$ cat config.mk
export PLATFORM = sky130hd
export DESIGN_NAME = window_peak_count_max_core
export DESIGN_NICKNAME = d
export VERILOG_FILES = /design/src/hdl/wpcm_pkg.sv /design/src/hdl/window_peak_count_max_core.sv /design/src/hdl/wpcm_front.sv /design/src/hdl/wpcm_queue.sv /design/src/hdl/wpcm_back.sv
export SDC_FILE = /design/constraint.sdc
export NUM_CORES = 2
export LEC_CHECK = 0
export BUFFER_PORTS_ARGS = -buffer_cell sky130_fd_sc_hd__buf_2
export CORE_ASPECT_RATIO = 1.2
export CORE_UTILIZATION = 55
export DETAILED_ROUTE_END_ITERATION = 16
export GPL_ROUTABILITY_DRIVEN = 1
export PLACE_DENSITY = 0.74
export REMOVE_ABC_BUFFERS = 1
export SYNTH_ARGS = -nofsm -noshare
export SYNTH_HDL_FRONTEND = slang
export SYNTH_HIERARCHICAL = 1
export SYNTH_SLANG_ARGS = --single-unit
export TNS_END_PERCENT = 5
$ cat constraint.sdc
create_clock -name clock -period 9.22 [get_ports clock]
set_input_delay 0.461 -clock clock [delete_from_list [all_inputs] [get_ports clock]]
set_output_delay 0.461 -clock clock [all_outputs]
set_load 0.005 [all_outputs]
$ cat src/hdl/wpcm_pkg.sv
package wpcm_pkg;

   localparam int MAX_WINDOW  = 1024;
   localparam int MAX_LENGTH  = 65536;
   localparam int SAMPLE_W    = 32;
   localparam int CFG_W       = 11;
   localparam int POS_W       = 17;
   localparam int ADDR_W      = 10;
   localparam int PEAK_W      = 10;
   localparam int START_W     = 17;
   localparam int OFFSET_W    = 16;
   localparam int QUEUE_DEPTH = 4;
   localparam int QPTR_W      = 2;
   localparam int QCNT_W      = 3;
   localparam int MIN_WINDOW  = 3;

   typedef enum logic [1:0] {
      STATUS_OK    = 2'd0,
      STATUS_SHORT = 2'd1,
      STATUS_LONG  = 2'd2
   } status_type;

   typedef struct packed {
      logic [SAMPLE_W-1:0] sample;
      logic                last;
   } req_type;

   typedef struct packed {
      logic [PEAK_W-1:0]  best_peaks;
      logic [START_W-1:0] best_start;
      logic [1:0]         status;
   } rsp_type;

   // classified sample passed from front to back
   typedef struct packed {
      logic                flag;
      logic                wr_en;
      logic [ADDR_W-1:0]   wr_addr;
      logic                sub;
      logic [ADDR_W-1:0]   rd_addr;
      logic                cand;
      logic                first;
      logic [OFFSET_W-1:0] start;
      logic                last;
      status_type          status;
   } entry_type;

endpackage

$ cat src/hdl/window_peak_count_max_core.sv
// Channel   Ports                              Transaction when
// -------   --------------------------------   ---------------------------
// input     req_push req_full req_data         req_push && !req_full
// result    rsp_empty rsp_pop rsp_data         rsp_pop && !rsp_empty
// config    csr_write_en csr_write_data        csr_write_en
//
// One sample per cycle sustained unless a held result fills the queue; a result
// reaches the result ports through the queue write, flag memory read and count update.
// The window count update and the 1024-entry flag ring set the rate.
// Synchronous active-high reset; the flag ring needs no clearing pass.
// A 4-entry queue decouples classification from counting; a held result
// stalls counting only when another last sample reaches the count stage.
module window_peak_count_max_core (
   input  logic                       clock,
   input  logic                       reset,
   input  logic                       req_push,
   output logic                       req_full,
   input  wpcm_pkg::req_type          req_data,
   output logic                       rsp_empty,
   input  logic                       rsp_pop,
   output wpcm_pkg::rsp_type          rsp_data,
   input  logic                       csr_write_en,
   input  logic [wpcm_pkg::CFG_W-1:0] csr_write_data
);

   wpcm_pkg::entry_type entry;
   wpcm_pkg::entry_type head;
   logic                accept;
   logic                head_empty;
   logic                head_pop;

   assign accept = req_push && !req_full;

   wpcm_front u_front (
      .clock          (clock),
      .reset          (reset),
      .csr_write_en   (csr_write_en),
      .csr_write_data (csr_write_data),
      .accept         (accept),
      .req_data       (req_data),
      .entry          (entry)
   );

   wpcm_queue u_queue (
      .clock     (clock),
      .reset     (reset),
      .push      (req_push),
      .push_data (entry),
      .full      (req_full),
      .pop       (head_pop),
      .head      (head),
      .empty     (head_empty)
   );

   wpcm_back u_back (
      .clock      (clock),
      .reset      (reset),
      .head       (head),
      .head_empty (head_empty),
      .head_pop   (head_pop),
      .rsp_data   (rsp_data),
      .rsp_empty  (rsp_empty),
      .rsp_pop    (rsp_pop)
   );

endmodule

$ cat src/hdl/wpcm_front.sv
module wpcm_front (
   input  logic                        clock,
   input  logic                        reset,
   input  logic                        csr_write_en,
   input  logic [wpcm_pkg::CFG_W-1:0]  csr_write_data,
   input  logic                        accept,
   input  wpcm_pkg::req_type           req_data,
   output wpcm_pkg::entry_type         entry
);

   logic [wpcm_pkg::CFG_W-1:0]    window_ff, window_in;
   logic [wpcm_pkg::CFG_W-1:0]    active_ff, active_in;
   logic [wpcm_pkg::POS_W-1:0]    pos_ff, pos_in;
   logic [wpcm_pkg::SAMPLE_W-1:0] prev_ff, prev_in;
   logic [wpcm_pkg::SAMPLE_W-1:0] bprev_ff, bprev_in;

   logic [wpcm_pkg::CFG_W-1:0]    k;
   logic [wpcm_pkg::POS_W-1:0]    kp;
   logic [wpcm_pkg::POS_W-1:0]    pm1;
   logic [wpcm_pkg::POS_W-1:0]    diff;
   logic                          in_range;
   logic                          peak;

   always_comb begin
      window_in = window_ff;
      if (csr_write_en) begin
         if (csr_write_data < wpcm_pkg::CFG_W'(wpcm_pkg::MIN_WINDOW)) begin
            window_in = wpcm_pkg::CFG_W'(wpcm_pkg::MIN_WINDOW);
         end else if (csr_write_data > wpcm_pkg::CFG_W'(wpcm_pkg::MAX_WINDOW)) begin
            window_in = wpcm_pkg::CFG_W'(wpcm_pkg::MAX_WINDOW);
         end else begin
            window_in = csr_write_data;
         end
      end
   end

   always_comb begin
      k        = (pos_ff == '0) ? window_ff : active_ff;
      kp       = wpcm_pkg::POS_W'(k);
      in_range = pos_ff < wpcm_pkg::POS_W'(wpcm_pkg::MAX_LENGTH);
      peak     = (pos_ff >= wpcm_pkg::POS_W'(2)) && (prev_ff > bprev_ff) &&
                 (prev_ff > req_data.sample);
      pm1      = pos_ff - wpcm_pkg::POS_W'(1);
      diff     = pos_ff - kp + wpcm_pkg::POS_W'(1);

      entry.flag    = in_range && peak;
      entry.wr_en   = in_range && (pos_ff != '0);
      entry.wr_addr = pm1[wpcm_pkg::ADDR_W-1:0];
      entry.sub     = in_range && (pos_ff >= kp);
      entry.rd_addr = diff[wpcm_pkg::ADDR_W-1:0];
      entry.cand    = in_range && ((pos_ff + wpcm_pkg::POS_W'(1)) >= kp);
      entry.first   = (diff == '0);
      entry.start   = diff[wpcm_pkg::OFFSET_W-1:0];
      entry.last    = req_data.last;
      if (!in_range) begin
         entry.status = wpcm_pkg::STATUS_LONG;
      end else if ((pos_ff + wpcm_pkg::POS_W'(1)) < kp) begin
         entry.status = wpcm_pkg::STATUS_SHORT;
      end else begin
         entry.status = wpcm_pkg::STATUS_OK;
      end
   end

   always_comb begin
      active_in = active_ff;
      pos_in    = pos_ff;
      prev_in   = prev_ff;
      bprev_in  = bprev_ff;
      if (accept) begin
         active_in = k;
         if (in_range) begin
            prev_in  = req_data.sample;
            bprev_in = prev_ff;
         end
         if (pos_ff <= wpcm_pkg::POS_W'(wpcm_pkg::MAX_LENGTH)) begin
            pos_in = pos_ff + wpcm_pkg::POS_W'(1);
         end
         if (req_data.last) begin
            pos_in   = '0;
            prev_in  = '0;
            bprev_in = '0;
         end
      end
   end

   always_ff @(posedge clock) begin
      if (reset) begin
         window_ff <= wpcm_pkg::CFG_W'(wpcm_pkg::MIN_WINDOW);
         active_ff <= wpcm_pkg::CFG_W'(wpcm_pkg::MIN_WINDOW);
         pos_ff    <= '0;
         prev_ff   <= '0;
         bprev_ff  <= '0;
      end else begin
         window_ff <= window_in;
         active_ff <= active_in;
         pos_ff    <= pos_in;
         prev_ff   <= prev_in;
         bprev_ff  <= bprev_in;
      end
   end

endmodule

$ cat src/hdl/wpcm_queue.sv
module wpcm_queue (
   input  logic                clock,
   input  logic                reset,
   input  logic                push,
   input  wpcm_pkg::entry_type push_data,
   output logic                full,
   input  logic                pop,
   output wpcm_pkg::entry_type head,
   output logic                empty
);

   wpcm_pkg::entry_type              slot_ff [wpcm_pkg::QUEUE_DEPTH];
   logic [wpcm_pkg::QPTR_W-1:0]      wr_ff, wr_in;
   logic [wpcm_pkg::QPTR_W-1:0]      rd_ff, rd_in;
   logic [wpcm_pkg::QCNT_W-1:0]      cnt_ff, cnt_in;
   logic                             do_push;
   logic                             do_pop;

   assign full    = (cnt_ff == wpcm_pkg::QCNT_W'(wpcm_pkg::QUEUE_DEPTH));
   assign empty   = (cnt_ff == '0);
   assign head    = slot_ff[rd_ff];
   assign do_push = push && !full;
   assign do_pop  = pop && !empty;

   always_comb begin
      wr_in  = do_push ? wr_ff + wpcm_pkg::QPTR_W'(1) : wr_ff;
      rd_in  = do_pop ? rd_ff + wpcm_pkg::QPTR_W'(1) : rd_ff;
      cnt_in = cnt_ff;
      if (do_push && !do_pop) begin
         cnt_in = cnt_ff + wpcm_pkg::QCNT_W'(1);
      end else if (!do_push && do_pop) begin
         cnt_in = cnt_ff - wpcm_pkg::QCNT_W'(1);
      end
   end

   always_ff @(posedge clock) begin
      if (do_push) begin
         slot_ff[wr_ff] <= push_data;
      end
   end

   always_ff @(posedge clock) begin
      if (reset) begin
         wr_ff  <= '0;
         rd_ff  <= '0;
         cnt_ff <= '0;
      end else begin
         wr_ff  <= wr_in;
         rd_ff  <= rd_in;
         cnt_ff <= cnt_in;
      end
   end

endmodule

$ cat src/hdl/wpcm_back.sv
module wpcm_back (
   input  logic                clock,
   input  logic                reset,
   input  wpcm_pkg::entry_type head,
   input  logic                head_empty,
   output logic                head_pop,
   output wpcm_pkg::rsp_type   rsp_data,
   output logic                rsp_empty,
   input  logic                rsp_pop
);

   logic                flag_mem [wpcm_pkg::MAX_WINDOW];
   logic                old_ff;
   wpcm_pkg::entry_type a_ff;
   logic                a_valid_ff, a_valid_in;

   logic [wpcm_pkg::PEAK_W-1:0]   peaks_ff, peaks_in;
   logic [wpcm_pkg::PEAK_W-1:0]   best_ff, best_in;
   logic [wpcm_pkg::OFFSET_W-1:0] best_pos_ff, best_pos_in;
   wpcm_pkg::rsp_type             out_ff, out_in;
   logic                          out_valid_ff, out_valid_in;

   logic                          b_go;
   logic                          advance;
   logic [wpcm_pkg::PEAK_W:0]     sum;
   logic [wpcm_pkg::PEAK_W-1:0]   cur;

   assign b_go      = a_valid_ff && !(a_ff.last && out_valid_ff && !rsp_pop);
   assign advance   = !a_valid_ff || b_go;
   assign head_pop  = advance && !head_empty;
   assign rsp_data  = out_ff;
   assign rsp_empty = !out_valid_ff;

   always_ff @(posedge clock) begin
      if (head_pop) begin
         if (head.wr_en) begin
            flag_mem[head.wr_addr] <= head.flag;
         end
         old_ff <= flag_mem[head.rd_addr];
         a_ff   <= head;
      end
   end

   always_comb begin
      sum = {1'b0, peaks_ff} + (wpcm_pkg::PEAK_W+1)'(a_ff.flag);
      if (a_ff.sub && (sum >= (wpcm_pkg::PEAK_W+1)'(old_ff))) begin
         sum = sum - (wpcm_pkg::PEAK_W+1)'(old_ff);
      end
      cur = sum[wpcm_pkg::PEAK_W-1:0];
   end

   always_comb begin
      a_valid_in   = advance ? !head_empty : a_valid_ff;
      peaks_in     = peaks_ff;
      best_in      = best_ff;
      best_pos_in  = best_pos_ff;
      out_in       = out_ff;
      out_valid_in = out_valid_ff && !rsp_pop;
      if (b_go) begin
         peaks_in = cur;
         if (a_ff.cand && (a_ff.first || (cur > best_ff))) begin
            best_in     = cur;
            best_pos_in = a_ff.start;
         end
         if (a_ff.last) begin
            out_valid_in = 1'b1;
            out_in.status = a_ff.status;
            if (a_ff.status == wpcm_pkg::STATUS_OK) begin
               out_in.best_peaks = best_in;
               out_in.best_start = wpcm_pkg::START_W'(best_pos_in) +
                                   wpcm_pkg::START_W'(1);
            end else begin
               out_in.best_peaks = '0;
               out_in.best_start = '0;
            end
            peaks_in    = '0;
            best_in     = '0;
            best_pos_in = '0;
         end
      end
   end

   always_ff @(posedge clock) begin
      out_ff <= out_in;
   end

   always_ff @(posedge clock) begin
      if (reset) begin
         a_valid_ff   <= 1'b0;
         peaks_ff     <= '0;
         best_ff      <= '0;
         best_pos_ff  <= '0;
         out_valid_ff <= 1'b0;
      end else begin
         a_valid_ff   <= a_valid_in;
         peaks_ff     <= peaks_in;
         best_ff      <= best_in;
         best_pos_ff  <= best_pos_in;
         out_valid_ff <= out_valid_in;
      end
   end

endmodule
==> qor.csv <==
metric,value,unit
status,"complete, no violations",
CP startpoint,u_front/pos_ff[0],
synthesized area per cell,13.1,um^2
Clock Pin Slew Worst Setup and Hold Paths,0.06,ns
max cap viols,0,
Post-synth ARST share,0,%
clock power share,27.7,%
Worst-Skew Late Latency,0.78,ns
Top Metal Used,met5,
die height,375,um
vias in the first global route,39800,
Clock Sinks,1403,
fin util,60.6,%
TritonRoute pass-1 iters,6,
hold wc startpoint,rsp_pop,
Initial Utilization,55.6,%
Buffers on Ports,79,
Yosys reg bits,1403,
Met3 Wirelength,14800,um
met1 WL,58000,um
hold buffer count at CTS,11,
post-cts sizing count,0,
Synth Instances,4881,
CP Cell Sequence,inv_1 > ha_1 > nor4bb_1 > and4_1 > mux2i_1 > xor2_1 > ha_1 > nand3b_1 > o21ai_0 > a21o_1 > a221o_2 > xnor2_1 > or4_1 > or4_1 > or4_1 > nor4_2,
clock buffer depth,3,
Synth top area share,58.9,%
Total Nets Final,4965,
Syn-to-layout area delta,8.96,%
Critical R2R Launch,u_front/pos_ff[0],
Worst path slowest cell,and4_1,
CP Class,reg2reg,
detailed placement HPWL,89900,um
pwr dens,284,nW/um^2
YS warnings,6,
met2 wire len,79600,um
synth unique cells,100,
initial antenna violation count,2,
Synth Flop Type,edfxtp_1,
internal power,13.2,mW
layout cells sized above 1,14.3,%
Crit Path Max Fanout,18,
min cycle time layout,6.44,ns
Sequential Power Share,40.9,%
fmax,0.155,GHz
VDD IR-drop max,0.253,mV
WP data required,9.77,ns
Slew @ Worst Pin,1.40,ns
worst min-delay path category,in2reg,
antenna diode count,0,
"EDFF count, synth",1253,
WL per Instance,24.8,um
Vias/cell,6.31,
Core Region,115000,um^2
fin crit share,69.9,%
CP most frequent cell,or4_1,
Die W,313,um
Root Buffer,clkbuf_16,
Synth area leader,edfxtp_1,
clock skew,0.0280,ns
Slew HR,6.67,%
Detailed Route WL,159000,um
Setup-failing EPs final,0,
final setup TNS,0,ns
Crit path largest cell delay,0.92,ns
combinational share of power,31.4,%
"commonest non-fill, non-tap cell in the layout",edfxtp_1,
Lkg Pwr,22.3,nW
vias,40500,
IO Pins,80,
pin count of the biggest net entering global routing,301,
Final Hold Viols,0,
CTS H-tree depth,4,
DR iter-0 viols,5155,
post-synthesis cell area,63900,um^2
# DRC,0,
Net Sw Frac,33.3,%
total track usage,26.9,%
Net Switching,6.59,mW
fin. max-slew vios,0,
crit end category,register,
most frequent cells in the layout,"edfxtp_1 (1253), nor2_1 (1241), mux4_2 (259)",
Die ar.,118000,um^2
RSZ-0062 raised after global routing,false,
Num CTS Buffers,138,
"top cells by area, synth","edfxtp_1 (59%), mux4_2 (9.2%), nor2_1 (7.3%)",
Core Rows,136,
CP arrival,6.99,ns
first-pass GRT wire length,237000,um
TritonCTS clock tree,done,
post-CTS setup buffers,0,
overflow left after global routing,0,
register area share after synthesis,63.6,%
CP Launch Type,register,
Routed Antenna Nets,0,
GP Congestion,0.889,
==> logic make-up (layout without fill, tap and decap cells) <==
group	count (synthesis)	count (layout)	share of synthesized area (%)
AOI/OAI and AO/OA	565	565	5.89
DFF	1403	1403	63.6
buffers and inverters	518	531	3.54
muxes	395	395	11.3
adders and majority gates	130	130	2.54
and+or+nand+nor	1798	1798	12.1
xor gates and xnor gates	72	72	0.987
==> path summary, 6_finish.rpt <==
check,to,slack (ns),cells after the start
setup / recovery,u_queue/slot_ff[3][19],2.78,16
hold / removal,u_back/a_valid_ff,0.06,4
setup reg to reg,u_queue/slot_ff[3][19],2.78,16
hold reg to reg,u_back/best_ff[5],0.48,2
==> through the flow <==
step	worst slack (ns)	cell area [um^2]	total power [mW]	instances	hold WS (ns)
final	2.78	69600	19.8	6412	0.0618
after global routing	2.38	69600	20.5	6412	0.0712
after CTS	2.85	69600	19.8	6412	0.0198
after detailed placement	2.89	65200	14.3	6157	0.472
after global placement	3.06	65200	14.2	6157	0.448
after floorplan	-1.44	62100	13.0	4484	0.429
==> layout make-up <==
class                           instances  area, um^2
Tap cell                             1518        1900
Fill cell                            8677       45200
Sequential cell                      1403       40600
Multi-Input combinational cell       2960       21100
Clock inverter                         65         586
Timing Repair Buffer                  166        1150
Inverter                              121         454
Clock buffer                          179        3750
==> layer usage <==
layer  track usage (%)  up-vias
met5                 0        -
met4              11.1        2
met3              4.57      389
met1              34.2    20300
met2              45.8     2011
li1                  -    17700
==> power by group through the flow <==
stage                     registers [mW]  clock network (mW)  logic, mW
after floorplan                     8.48                   0       4.49
after global placement              8.20                   0       6.04
after detailed placement            8.21                   0       6.14
after CTS                           8.08                5.54       6.17
after global routing                8.11                5.77       6.60
final                               8.09                5.47       6.22
==> cell usage after synthesis (39+ instances only) <==
cell and instances:
xnor2_1 39, inv_1 119, a22oi_1 68, nand3_1 46
ha_1 125, edfxtp_1 1253, nor3b_1 45, buf_4 41
a21oi_1 190, nor2_1 1241, dfxtp_1 150, o221ai_1 44
nand2_1 187, mux4_2 262, nor3_1 79, o21ai_0 60
clkbuf_1 297, mux2i_1 126
==> critical path: cells and delay by family (launching register included) <==
family / cells / cell delay [ns]
buf+inv: 1 / 0.28
flops: 1 / 0.44
mux: 1 / 0.54
xor+xnor: 2 / 0.49
simple gates: 7 / 3.26
compound gates: 3 / 0.64
fa+ha+maj: 2 / 0.57
==> sequential cells by signal (all words and copies together) (netlist names), 3 cells and up, named ones only <==
register,count
u_back/flag_mem,1024
u_queue/slot_ff,176
u_front/bprev_ff,32
u_front/prev_ff,32
u_back/rsp_data,29
u_back/a_ff,23
u_front/pos_ff,17
u_back/best_pos_ff,16
u_front/active_ff,11
u_front/window_ff,11
u_back/best_ff,10
u_back/peaks_ff,10
u_queue/cnt_ff,3
Power figures use the tool's default switching activity.
